`src/design/cts_pkg.sv`:
```
// Package: item types and constants for the CAN transport segmenter.
`timescale 1ns / 1ps
package cts_pkg;

   localparam logic [11:0] MAX_MESSAGE_LENGTH = 12'd4095;

   localparam logic       OP_START   = 1'b0;
   localparam logic       OP_PAYLOAD = 1'b1;

   localparam logic       STATUS_OK     = 1'b0;
   localparam logic       STATUS_REJECT = 1'b1;

   localparam logic [1:0] KIND_SINGLE = 2'd0;
   localparam logic [1:0] KIND_FIRST  = 2'd1;
   localparam logic [1:0] KIND_CONSEC = 2'd2;

   localparam logic [3:0] FF_PCI_NIBBLE = 4'h1;
   localparam logic [3:0] CF_PCI_NIBBLE = 4'h2;
   localparam logic [3:0] SF_LIMIT      = 4'd8;
   localparam logic [3:0] FRAME_BYTES   = 4'd8;

   typedef struct packed {
      logic        opcode;
      logic [11:0] message_length;
      logic [7:0]  data_byte;
   } req_item_type;

   typedef struct packed {
      logic        status;
      logic [63:0] frame_bytes;
      logic [3:0]  frame_length;
      logic [1:0]  frame_kind;
      logic        await_flow_control;
      logic        message_done;
   } rsp_item_type;

   typedef struct packed {
      logic         valid;
      rsp_item_type item;
   } cts_result_type;

endpackage

```
`src/design/can_transport_segmenter.sv`:
```
// Top level: input register, frame builder and result register.
// An accepted item's result, if any, goes through the result register to rsp_.
// Throughput: one item per cycle unless stalled; state updates as items advance.
// A held result stalls the input register only while rsp_stall is high.
// Reset (synchronous, active high) empties both registers and idles the
// segmenter with the sequence nibble at 1.
`timescale 1ns / 1ps
module can_transport_segmenter import cts_pkg::*; (
   input  logic         clock,
   input  logic         reset,
   input  logic         req_valid,
   output logic         req_stall,
   input  req_item_type req_item,
   output logic         rsp_valid,
   input  logic         rsp_stall,
   output rsp_item_type rsp_item
);

   logic           in_valid_ff;
   req_item_type   in_item_ff;
   logic           out_valid_ff;
   rsp_item_type   out_item_ff;
   logic           out_free;
   logic           advance;
   cts_result_type result;

   assign out_free  = !out_valid_ff || !rsp_stall;
   assign advance   = in_valid_ff && out_free;
   assign req_stall = in_valid_ff && !out_free;

   cts_frame_builder u_builder (
      .clock  (clock),
      .reset  (reset),
      .fire   (advance),
      .item   (in_item_ff),
      .result (result)
   );

   always_ff @(posedge clock) begin
      if (reset) begin
         in_valid_ff <= 1'b0;
      end else if (req_valid && !req_stall) begin
         in_valid_ff <= 1'b1;
      end else if (advance) begin
         in_valid_ff <= 1'b0;
      end
   end

   always_ff @(posedge clock) begin
      if (req_valid && !req_stall) begin
         in_item_ff <= req_item;
      end
   end

   always_ff @(posedge clock) begin
      if (reset) begin
         out_valid_ff <= 1'b0;
      end else if (out_free) begin
         out_valid_ff <= result.valid;
      end
   end

   always_ff @(posedge clock) begin
      if (out_free && result.valid) begin
         out_item_ff <= result.item;
      end
   end

   assign rsp_valid = out_valid_ff;
   assign rsp_item  = out_item_ff;

`ifndef SYNTHESIS
   a_reject_empty: assert property (@(posedge clock) disable iff (reset)
      rsp_valid && rsp_item.status == STATUS_REJECT |->
         rsp_item.frame_length == 4'd0 && rsp_item.frame_bytes == 64'd0)
      else $error("rejected length result carries frame data");

   a_frame_len: assert property (@(posedge clock) disable iff (reset)
      rsp_valid && rsp_item.status == STATUS_OK |->
         rsp_item.frame_length != 4'd0 && rsp_item.frame_length <= FRAME_BYTES)
      else $error("frame length out of range");

   a_first_full: assert property (@(posedge clock) disable iff (reset)
      rsp_valid && rsp_item.await_flow_control |->
         rsp_item.frame_kind == KIND_FIRST && rsp_item.frame_length == FRAME_BYTES)
      else $error("flow control flag on a frame that is not a full first frame");

   a_stall_held: assert property (@(posedge clock) disable iff (reset)
      req_stall |-> in_valid_ff && out_valid_ff)
      else $error("input stalled without a held item and result");
`endif

endmodule

```
`src/design/cts_frame_builder.sv`:
```
// Segmentation state and per-item frame building logic.
`timescale 1ns / 1ps
module cts_frame_builder import cts_pkg::*; (
   input  logic           clock,
   input  logic           reset,
   input  logic           fire,
   input  req_item_type   item,
   output cts_result_type result
);

   logic [11:0] bytes_left_ff, bytes_left_in;
   logic        multi_mode_ff, multi_mode_in;
   logic        first_pending_ff, first_pending_in;
   logic [3:0]  sequence_ff, sequence_in;
   logic [63:0] buffer_ff, buffer_in;
   logic [3:0]  fill_ff, fill_in;

   logic [63:0] buffer_put;
   logic [3:0]  fill_put;
   logic [11:0] left_dec;
   logic        len_bad;

   always_comb begin
      for (int i = 0; i < 8; i++) begin
         buffer_put[8*i +: 8] = (fill_ff[2:0] == 3'(i)) ? item.data_byte
                                                        : buffer_ff[8*i +: 8];
      end
   end

   assign fill_put = fill_ff + 4'd1;
   assign left_dec = bytes_left_ff - 12'd1;
   assign len_bad  = (item.message_length == 12'd0) ||
                     (item.message_length > MAX_MESSAGE_LENGTH);

   always_comb begin
      bytes_left_in    = bytes_left_ff;
      multi_mode_in    = multi_mode_ff;
      first_pending_in = first_pending_ff;
      sequence_in      = sequence_ff;
      buffer_in        = buffer_ff;
      fill_in          = fill_ff;
      result           = '0;
      if (item.opcode == OP_START) begin
         buffer_in   = '0;
         fill_in     = '0;
         sequence_in = 4'd1;
         if (len_bad) begin
            bytes_left_in    = '0;
            multi_mode_in    = 1'b0;
            first_pending_in = 1'b0;
            result.valid       = 1'b1;
            result.item.status = STATUS_REJECT;
         end else begin
            bytes_left_in = item.message_length;
            if (item.message_length < 12'(SF_LIMIT)) begin
               multi_mode_in    = 1'b0;
               first_pending_in = 1'b0;
               buffer_in[7:0]   = item.message_length[7:0];
               fill_in          = 4'd1;
            end else begin
               multi_mode_in    = 1'b1;
               first_pending_in = 1'b1;
               buffer_in[7:0]   = {FF_PCI_NIBBLE, item.message_length[11:8]};
               buffer_in[15:8]  = item.message_length[7:0];
               fill_in          = 4'd2;
            end
         end
      end else if (bytes_left_ff != 12'd0) begin
         bytes_left_in = left_dec;
         buffer_in     = buffer_put;
         fill_in       = fill_put;
         if (fill_put >= FRAME_BYTES || left_dec == 12'd0) begin
            result.valid                   = 1'b1;
            result.item.status             = STATUS_OK;
            result.item.frame_bytes        = buffer_put;
            result.item.frame_length       = fill_put;
            result.item.message_done       = (left_dec == 12'd0);
            if (!multi_mode_ff) begin
               result.item.frame_kind = KIND_SINGLE;
            end else if (first_pending_ff) begin
               result.item.frame_kind         = KIND_FIRST;
               result.item.await_flow_control = 1'b1;
            end else begin
               result.item.frame_kind = KIND_CONSEC;
            end
            first_pending_in = 1'b0;
            buffer_in        = '0;
            if (left_dec == 12'd0) begin
               fill_in       = '0;
               multi_mode_in = 1'b0;
               sequence_in   = 4'd1;
            end else begin
               buffer_in[7:0] = {CF_PCI_NIBBLE, sequence_ff};
               fill_in        = 4'd1;
               sequence_in    = sequence_ff + 4'd1;
            end
         end
      end
      if (!fire) begin
         result.valid = 1'b0;
      end
   end

   always_ff @(posedge clock) begin
      if (reset) begin
         bytes_left_ff    <= '0;
         multi_mode_ff    <= 1'b0;
         first_pending_ff <= 1'b0;
         sequence_ff      <= 4'd1;
         buffer_ff        <= '0;
         fill_ff          <= '0;
      end else if (fire) begin
         bytes_left_ff    <= bytes_left_in;
         multi_mode_ff    <= multi_mode_in;
         first_pending_ff <= first_pending_in;
         sequence_ff      <= sequence_in;
         buffer_ff        <= buffer_in;
         fill_ff          <= fill_in;
      end
   end

endmodule
```
`config.mk`:
```
export PLATFORM = sky130hd
export DESIGN_NAME = can_transport_segmenter
export DESIGN_NICKNAME = d
export VERILOG_FILES = /design/src/design/cts_pkg.sv /design/src/design/can_transport_segmenter.sv /design/src/design/cts_frame_builder.sv
export SDC_FILE = /design/constraint.sdc
export NUM_CORES = 1
export LEC_CHECK = 0
export BUFFER_PORTS_ARGS = -buffer_cell sky130_fd_sc_hd__buf_2
export CORE_MARGIN = 2
export CORE_UTILIZATION = 25
export DETAILED_ROUTE_END_ITERATION = 6
export GPL_TIMING_DRIVEN = 0
export SLEW_MARGIN = 20
export SYNTH_ARGS = -nofsm -noshare
export SYNTH_HDL_FRONTEND = slang
export SYNTH_SLANG_ARGS = --single-unit
```
`constraint.sdc`:
```
create_clock -name clock -period 9.4 [get_ports clock]
set_clock_uncertainty 0.15 [all_clocks]
set_input_delay 2.35 -clock clock [delete_from_list [all_inputs] [get_ports clock]]
set_output_delay 2.35 -clock clock [all_outputs]
set_load 0.1 [all_outputs]
```
Word level (Yosys, flattened, before mapping). Cells that the tools add are included. Widths: inputs -> output; s select.

Multiplexer cells: 48. $add $sub $neg: 3. Equality and inequality tests: 10. Reduce and logical (&&, ||, !) cells: 21. Magnitude comparators: 3.

Operator list (number): $mux 64 (3); $mux 74 (2); $mux 8 (10); $mux 12 (3); $mux 4 (8); $logic_not 12->1 (2); $mux 16 (1); $mux 1 (15); $eq 3x3->1 const B (4); $gt 12x12->1 const B (1); $lt 12x4->1 const B (1); $reduce_bool 12->1 (1); $sub 12x1->12 const B (1); $mux 2 (5); $add 4x1->4 const B (2); $reduce_and 4->1 (2); $eq 3x2->1 const B (2); $mux 6 (1); $ne 2x1->1 const B (3); $reduce_and 3->1 (2); $ge 4x4->1 const B (1); $logic_and 1x1->1 (4); $logic_not 1->1 (4); $eq 3x1->1 const B (1); 4 further kinds (6).

Input bits: 25. Output and inout port bits: 75. Bits in registers: 182. Logic and storage cells: 102.

Depth between registers and ports, before layout.
Word-level depth: 8. Gate-level depth with buffers: 11.

Cells and area by module. From an unflattened synthesis, not the netlist that was laid out.

Cell total of the unflattened synthesis: 731. Area total of the unflattened synthesis: 7927.6 µm².

By module, submodules not included: cts_frame_builder (cells an instance 626, times used 1, seq. area each 1721.7 µm², area each 5011.1 µm²); can_transport_segmenter (cells an instance 105, times used 1, seq. area each 2862.7 µm², area each 2916.5 µm²).

Worst setup path before layout. No wires, ideal clock.

Path type: input -> register. From: input port rsp_stall. To: register out_item_ff (netlist bit rsp_item[0]), enable pin. Setup slack: 2699 ps. Arrival time: 6025 ps. Library setup time: 526 ps. Stages: 3. Cells stage by stage: nand2_1 > nand2_1 > a21oi_1.

Longest elaborated chain between the ends: 5.

Ends and longest elaborated chain: from (decl) (line can_transport_segmenter.sv:15) `input logic rsp_stall,`; $logic_not 1->1 * (line can_transport_segmenter.sv:27) `assign out_free = !out_valid_ff || !rsp_stall;`; $logic_or 1x1->1 * (line can_transport_segmenter.sv:27); $logic_and 1x1->1 (line can_transport_segmenter.sv:28) `assign advance = in_valid_ff && out_free;`; $mux 1 (line cts_frame_builder.sv:99) `if (!fire) begin`; $logic_and 1x1->1 * (line can_transport_segmenter.sv:64) `if (out_free && result.valid) begin`; to (signal assigned) (line can_transport_segmenter.sv:65) `out_item_ff <= result.item;`; to (decl) (line can_transport_segmenter.sv:22) `rsp_item_type out_item_ff;`.

Every way passes the cells marked *; elsewhere a longest branch is shown, timed or not. A chain may end at the register's enable or synchronous reset.

Worst setup path in the final report.
From: input port rsp_stall. To: output port req_stall.

Longest elaborated chain between the ends: 4.

Ends and longest elaborated chain: $logic_not 1->1 (line can_transport_segmenter.sv:27); $logic_or 1x1->1 (line can_transport_segmenter.sv:27); $logic_not 1->1 (line can_transport_segmenter.sv:29) `assign req_stall = in_valid_ff && !out_free;`; $logic_and 1x1->1 (line can_transport_segmenter.sv:29); to (decl) (line can_transport_segmenter.sv:12) `output logic req_stall,`.

Every way passes these cells.

==> flow_summary.rst <==
.. list-table::
   :header-rows: 1

   * - Metric
     - Value
   * - Result of the run
     - finished, final reports clean
   * - Area of the mapped netlist
     - 7830 sq um
   * - Syn Inst Count
     - between 700 and 800
   * - Startpoint of the lowest-slack hold path
     - u_builder.buffer_ff[56]
   * - Internal Dissipation
     - 1270 uW
   * - Synth-to-layout area growth
     - 21.2%
   * - Wirelength, routed
     - 23.4 mm
   * - Top cell type by total area after synthesis
     - edfxtp_1
   * - Proportion of netlist area held by the largest area contributor
     - 0.357
   * - Most common cell in the netlist
     - nand2_1
   * - Post-synth top flop
     - edfxtp_1
   * - Data required time of the critical path
     - roughly 7 ns
   * - Number of violations reported at the end of detailed-routing iteration 0
     - between 600 and 700
   * - First-pass GRT wire length
     - 35.4 mm
   * - Setup Viol. Count Final
     - 0
   * - Number of filler instances in the final layout
     - around 3.2k
   * - Pwr per Cell Area
     - 184 nW/um^2
   * - Tmin final
     - ~5.6 ns
   * - Sum of net half-perimeters after detailed placement
     - roughly 16 mm
   * - Cells traversed along the worst timing path
     - buf_2, and3_1, buf_2
   * - GR Util met1
     - 0.205
   * - Crit. End Element
     - primary output
   * - Hold violation total from the final report
     - 0
   * - Multiplexer share of the synthesized area
     - 0.0364
   * - Count of pins over their slew limit
     - 0
   * - Final total negative setup slack
     - 0 ns
   * - Clock Sink Count
     - between 150 and 200
   * - Crit path depth
     - 3
   * - Max frequency
     - roughly 0.18 GHz
   * - Cell area reported after detailed placement
     - just under 9000 sq um
   * - Ant diodes
     - 0
   * - Crit path buffers/inverters
     - 2
   * - Count of input and output buffers
     - 98
   * - Final period utilization
     - 0.595
   * - Post-CTS setup buffers
     - 0
   * - Standard cell core area
     - approximately 31000 sq um
   * - Remaining routing DRC violations
     - 0
   * - Die W
     - 181 um
   * - Vias per std cell
     - about 4.9
   * - RSZ-0062 raised after global routing
     - no
   * - Largest net degree at the start of global routing
     - 26
   * - Final design instance area without fill
     - 9490 sq um
   * - Type of element launching the critical path
     - primary input
   * - Post-synthesis area per instance
     - between 10 and 15 sq um
   * - Headroom to the max-slew limit
     - 0.377
   * - Gate family responsible for the most delay along the worst path
     - buffers and inverters
   * - Worst-margin pin slew
     - a little over 0.9 ns
   * - Total number of yosys warnings
     - 0
   * - TritonCTS clock tree
     - done
   * - Proportion of power drawn by flip-flops and latches
     - 0.494
   * - Hold_buf cts
     - 0
   * - Antenna violations before repair
     - 0
   * - Fraction of final layout cells sized beyond drive strength 1
     - 0.175
   * - Number of top-level pins
     - 100
   * - Number of global-route vias before repair
     - between 5k and 6k
   * - Crit-path most repeated cell
     - buf_2
   * - Share of total power in combinational logic
     - 0.106
   * - CTS Buffer Depth
     - 2
   * - Number of nets produced by synthesis
     - around 800
   * - Class of the most critical setup path
     - primary input to primary output
   * - Area fraction in compound gates after synthesis
     - 0.158
   * - Xor and xnor area share after synthesis
     - 0.00336
   * - Total via count after detailed routing
     - 6282
   * - Library cell contributing the largest single delay on the critical path
     - buf_2
   * - Hold Crit Class
     - flop to flop
   * - Fraction of power spent switching nets
     - 0.271
   * - Total die area
     - 32800 sq um
   * - Global-route usage over all layers
     - 0.142
   * - Number of maximum-capacitance violations
     - 0
   * - Clock slew at the register clock pins of the worst setup and hold paths
     - roughly 0.070 ns
   * - Post-synthesis async set-or-reset flop share
     - 0
   * - NumNets Final
     - between 900 and 1k
   * - Placed Cells incl. Taps
     - between 1k and 1.5k
   * - Post-Synth Adder-Cell Area
     - 0.0144
   * - Sequential element share of the synthesized area
     - 0.582
   * - GRT met3 Usage
     - 0.0254
   * - Clock root cell
     - clkbuf_16
   * - Worst supply voltage drop on vdd
     - approximately 0.11 mV
   * - Cell types with the highest counts after synthesis
     - 101 x nand2_1, 93 x edfxtp_1, 88 x dfxtp_1
   * - H-tree level count
     - 4
   * - Largest fanout of any net on the critical path
     - 3
   * - Switching power
     - between 400 and 500 uW
   * - Clock network power share
     - 0.400
   * - Simple-gate area share of the yosys netlist
     - 0.148
   * - Inserted Clock Buffers
     - 17
   * - Number of instances resized during post-cts repair
     - 0
   * - Number of flops mapped to enable cells by yosys
     - 93
   * - Global placer's final weighted congestion
     - roughly 0.9
   * - Worst r2r src
     - u_builder.bytes_left_ff[0]
   * - Antenna-violating nets left
     - 0
   * - Cell count of the worst reg-to-reg path
     - 12
   * - RR Endpoint
     - rsp_item[58]
   * - Starting utilization of the core area
     - 0.255
   * - Reg2Reg Setup Slack
     - around 5.3 ns
   * - Capturing instance or port of the critical path
     - req_stall
   * - Worst Path Arrival
     - just over 3 ns
   * - Timing startpoint of the critical path
     - rsp_stall
   * - Skew-Pair Late Insertion Delay
     - 0.44 ns
   * - Non-filler instance count after layout
     - about 1.3k
   * - GRT overflow
     - 0
   * - Pleak
     - ~0.0031 uW
   * - #FFs+latches synth
     - between 150 and 200
   * - Count of distinct cell types in the synthesized netlist
     - 54
   * - Global routing's busiest layer
     - met2
   * - Row count
     - 64
   * - Cell types with the largest area share after synthesis
     - edfxtp_1 36%, dfxtp_1 22%, o32ai_1 5.6%
   * - GR Util met2
     - 0.222
   * - Number of iterations in the first detailed-routing pass
     - 5
   * - Die span in y
     - 181 um
   * - Crit path largest cell delay
     - about 0.44 ns
   * - Mean routed wirelength per cell
     - 18.1 um
   * - Dominant combinational cell family by area after synthesis
     - compound AO/OA/AOI/OAI gates
==> per-stage QoR <==
stage                     total power, uW  hold slack (ns)  setup WS [ns]   util
after floorplan                       994            0.303           2.70      -
after global placement               1050            0.313          0.599  0.287
after detailed placement             1060            0.317           3.80  0.291
after CTS                            1750            0.328           3.80  0.309
after global routing                 1800            0.340           3.76  0.309
final                                1740            0.329           3.80  0.309
==> cell type report <==
class | count | area, sq um | area share
plain buffers | 54 | 233 | 0.0245
clock buffers | 19 | 433 | 0.0456
inverters | 60 | 225 | 0.0237
clock inverters | 13 | 124 | 0.0131
well taps | 396 | 495 | 0.0522
multi-input cells | 470 | 2840 | 0.299
flip-flops and latches | 181 | 4550 | 0.480
repair buffers | 102 | 588 | 0.0620
==> flip-flops by register name, summed over array words and instances, names as in the netlist <==
signal and count:
in_item_ff 21, in_valid_ff 1, rsp_item 72, rsp_valid 1, u_builder.buffer_ff 64, u_builder.bytes_left_ff 12, u_builder.fill_ff 4, u_builder.first_pending_ff 1
u_builder.multi_mode_ff 1, u_builder.sequence_ff 4
==> metal layers <==
metal / up-vias / wire length, um
met4: 0 / 342
met3: 29 / 1440
met2: 248 / 10500
met5: - / 0
li1: 2981 / -
met1: 3024 / 11200
==> worst min-delay path, cell delays in order, from the launching register on <==
cell	delay, ns
dfxtp_1	0.31
inv_1	0.05
o32ai_1	0.07
==> layout by cell type (no fill, tap or decap), types with 6 or more instances in the layout <==
cell type,synthesis,layout
inv_1,59,59
a221oi_1,9,9
nor2b_1,16,15
ha_1,9,9
dfxtp_1,88,88
edfxtp_1,93,93
buf_1,8,8
mux2i_1,24,24
nor2_1,64,64
clkbuf_1,38,40
buf_2,3,101
a21oi_1,72,71
clkbuf_16,0,17
o32ai_1,50,50
nor3_1,23,23
nand2b_1,13,13
o21ai_0,21,21
nand2_1,101,101
a211oi_1,8,8
nand3_2,6,6
==> power by group through the flow <==
| stage | combinational (uW) | clock (uW) | sequential [uW] |
|---|---|---|---|
| floorplan | 120 | 0 | 874 |
| global placement | 176 | 0 | 878 |
| detailed placement | 180 | 0 | 879 |
| CTS | 181 | 707 | 861 |
| global route | 198 | 742 | 864 |
| finish | 184 | 697 | 862 |
==> worst min path at each step <==
| stage | endpoint | slack (ns) | cells past startpoint |
|---|---|---|---|
| floorplan | u_builder.buffer_ff[7] | 0.30 | 2 |
| global placement | u_builder.buffer_ff[63] | 0.31 | 2 |
| detailed placement | u_builder.buffer_ff[29] | 0.32 | 2 |
| CTS | u_builder.buffer_ff[29] | 0.33 | 2 |
| global route | u_builder.buffer_ff[31] | 0.34 | 2 |
| finish | u_builder.buffer_ff[56] | 0.33 | 2 |
==> cell families after synthesis <==
| family | after synthesis |
|---|---|
| AOI/OAI and AO/OA | 181 |
| xor gates and xnor gates | 3 |
| adders and majority gates | 9 |
| buffers and inverters | 114 |
| DFF | 181 |
| muxes | 28 |
| and+or+nand+nor | 249 |
(Power assumes the default switching activity.)
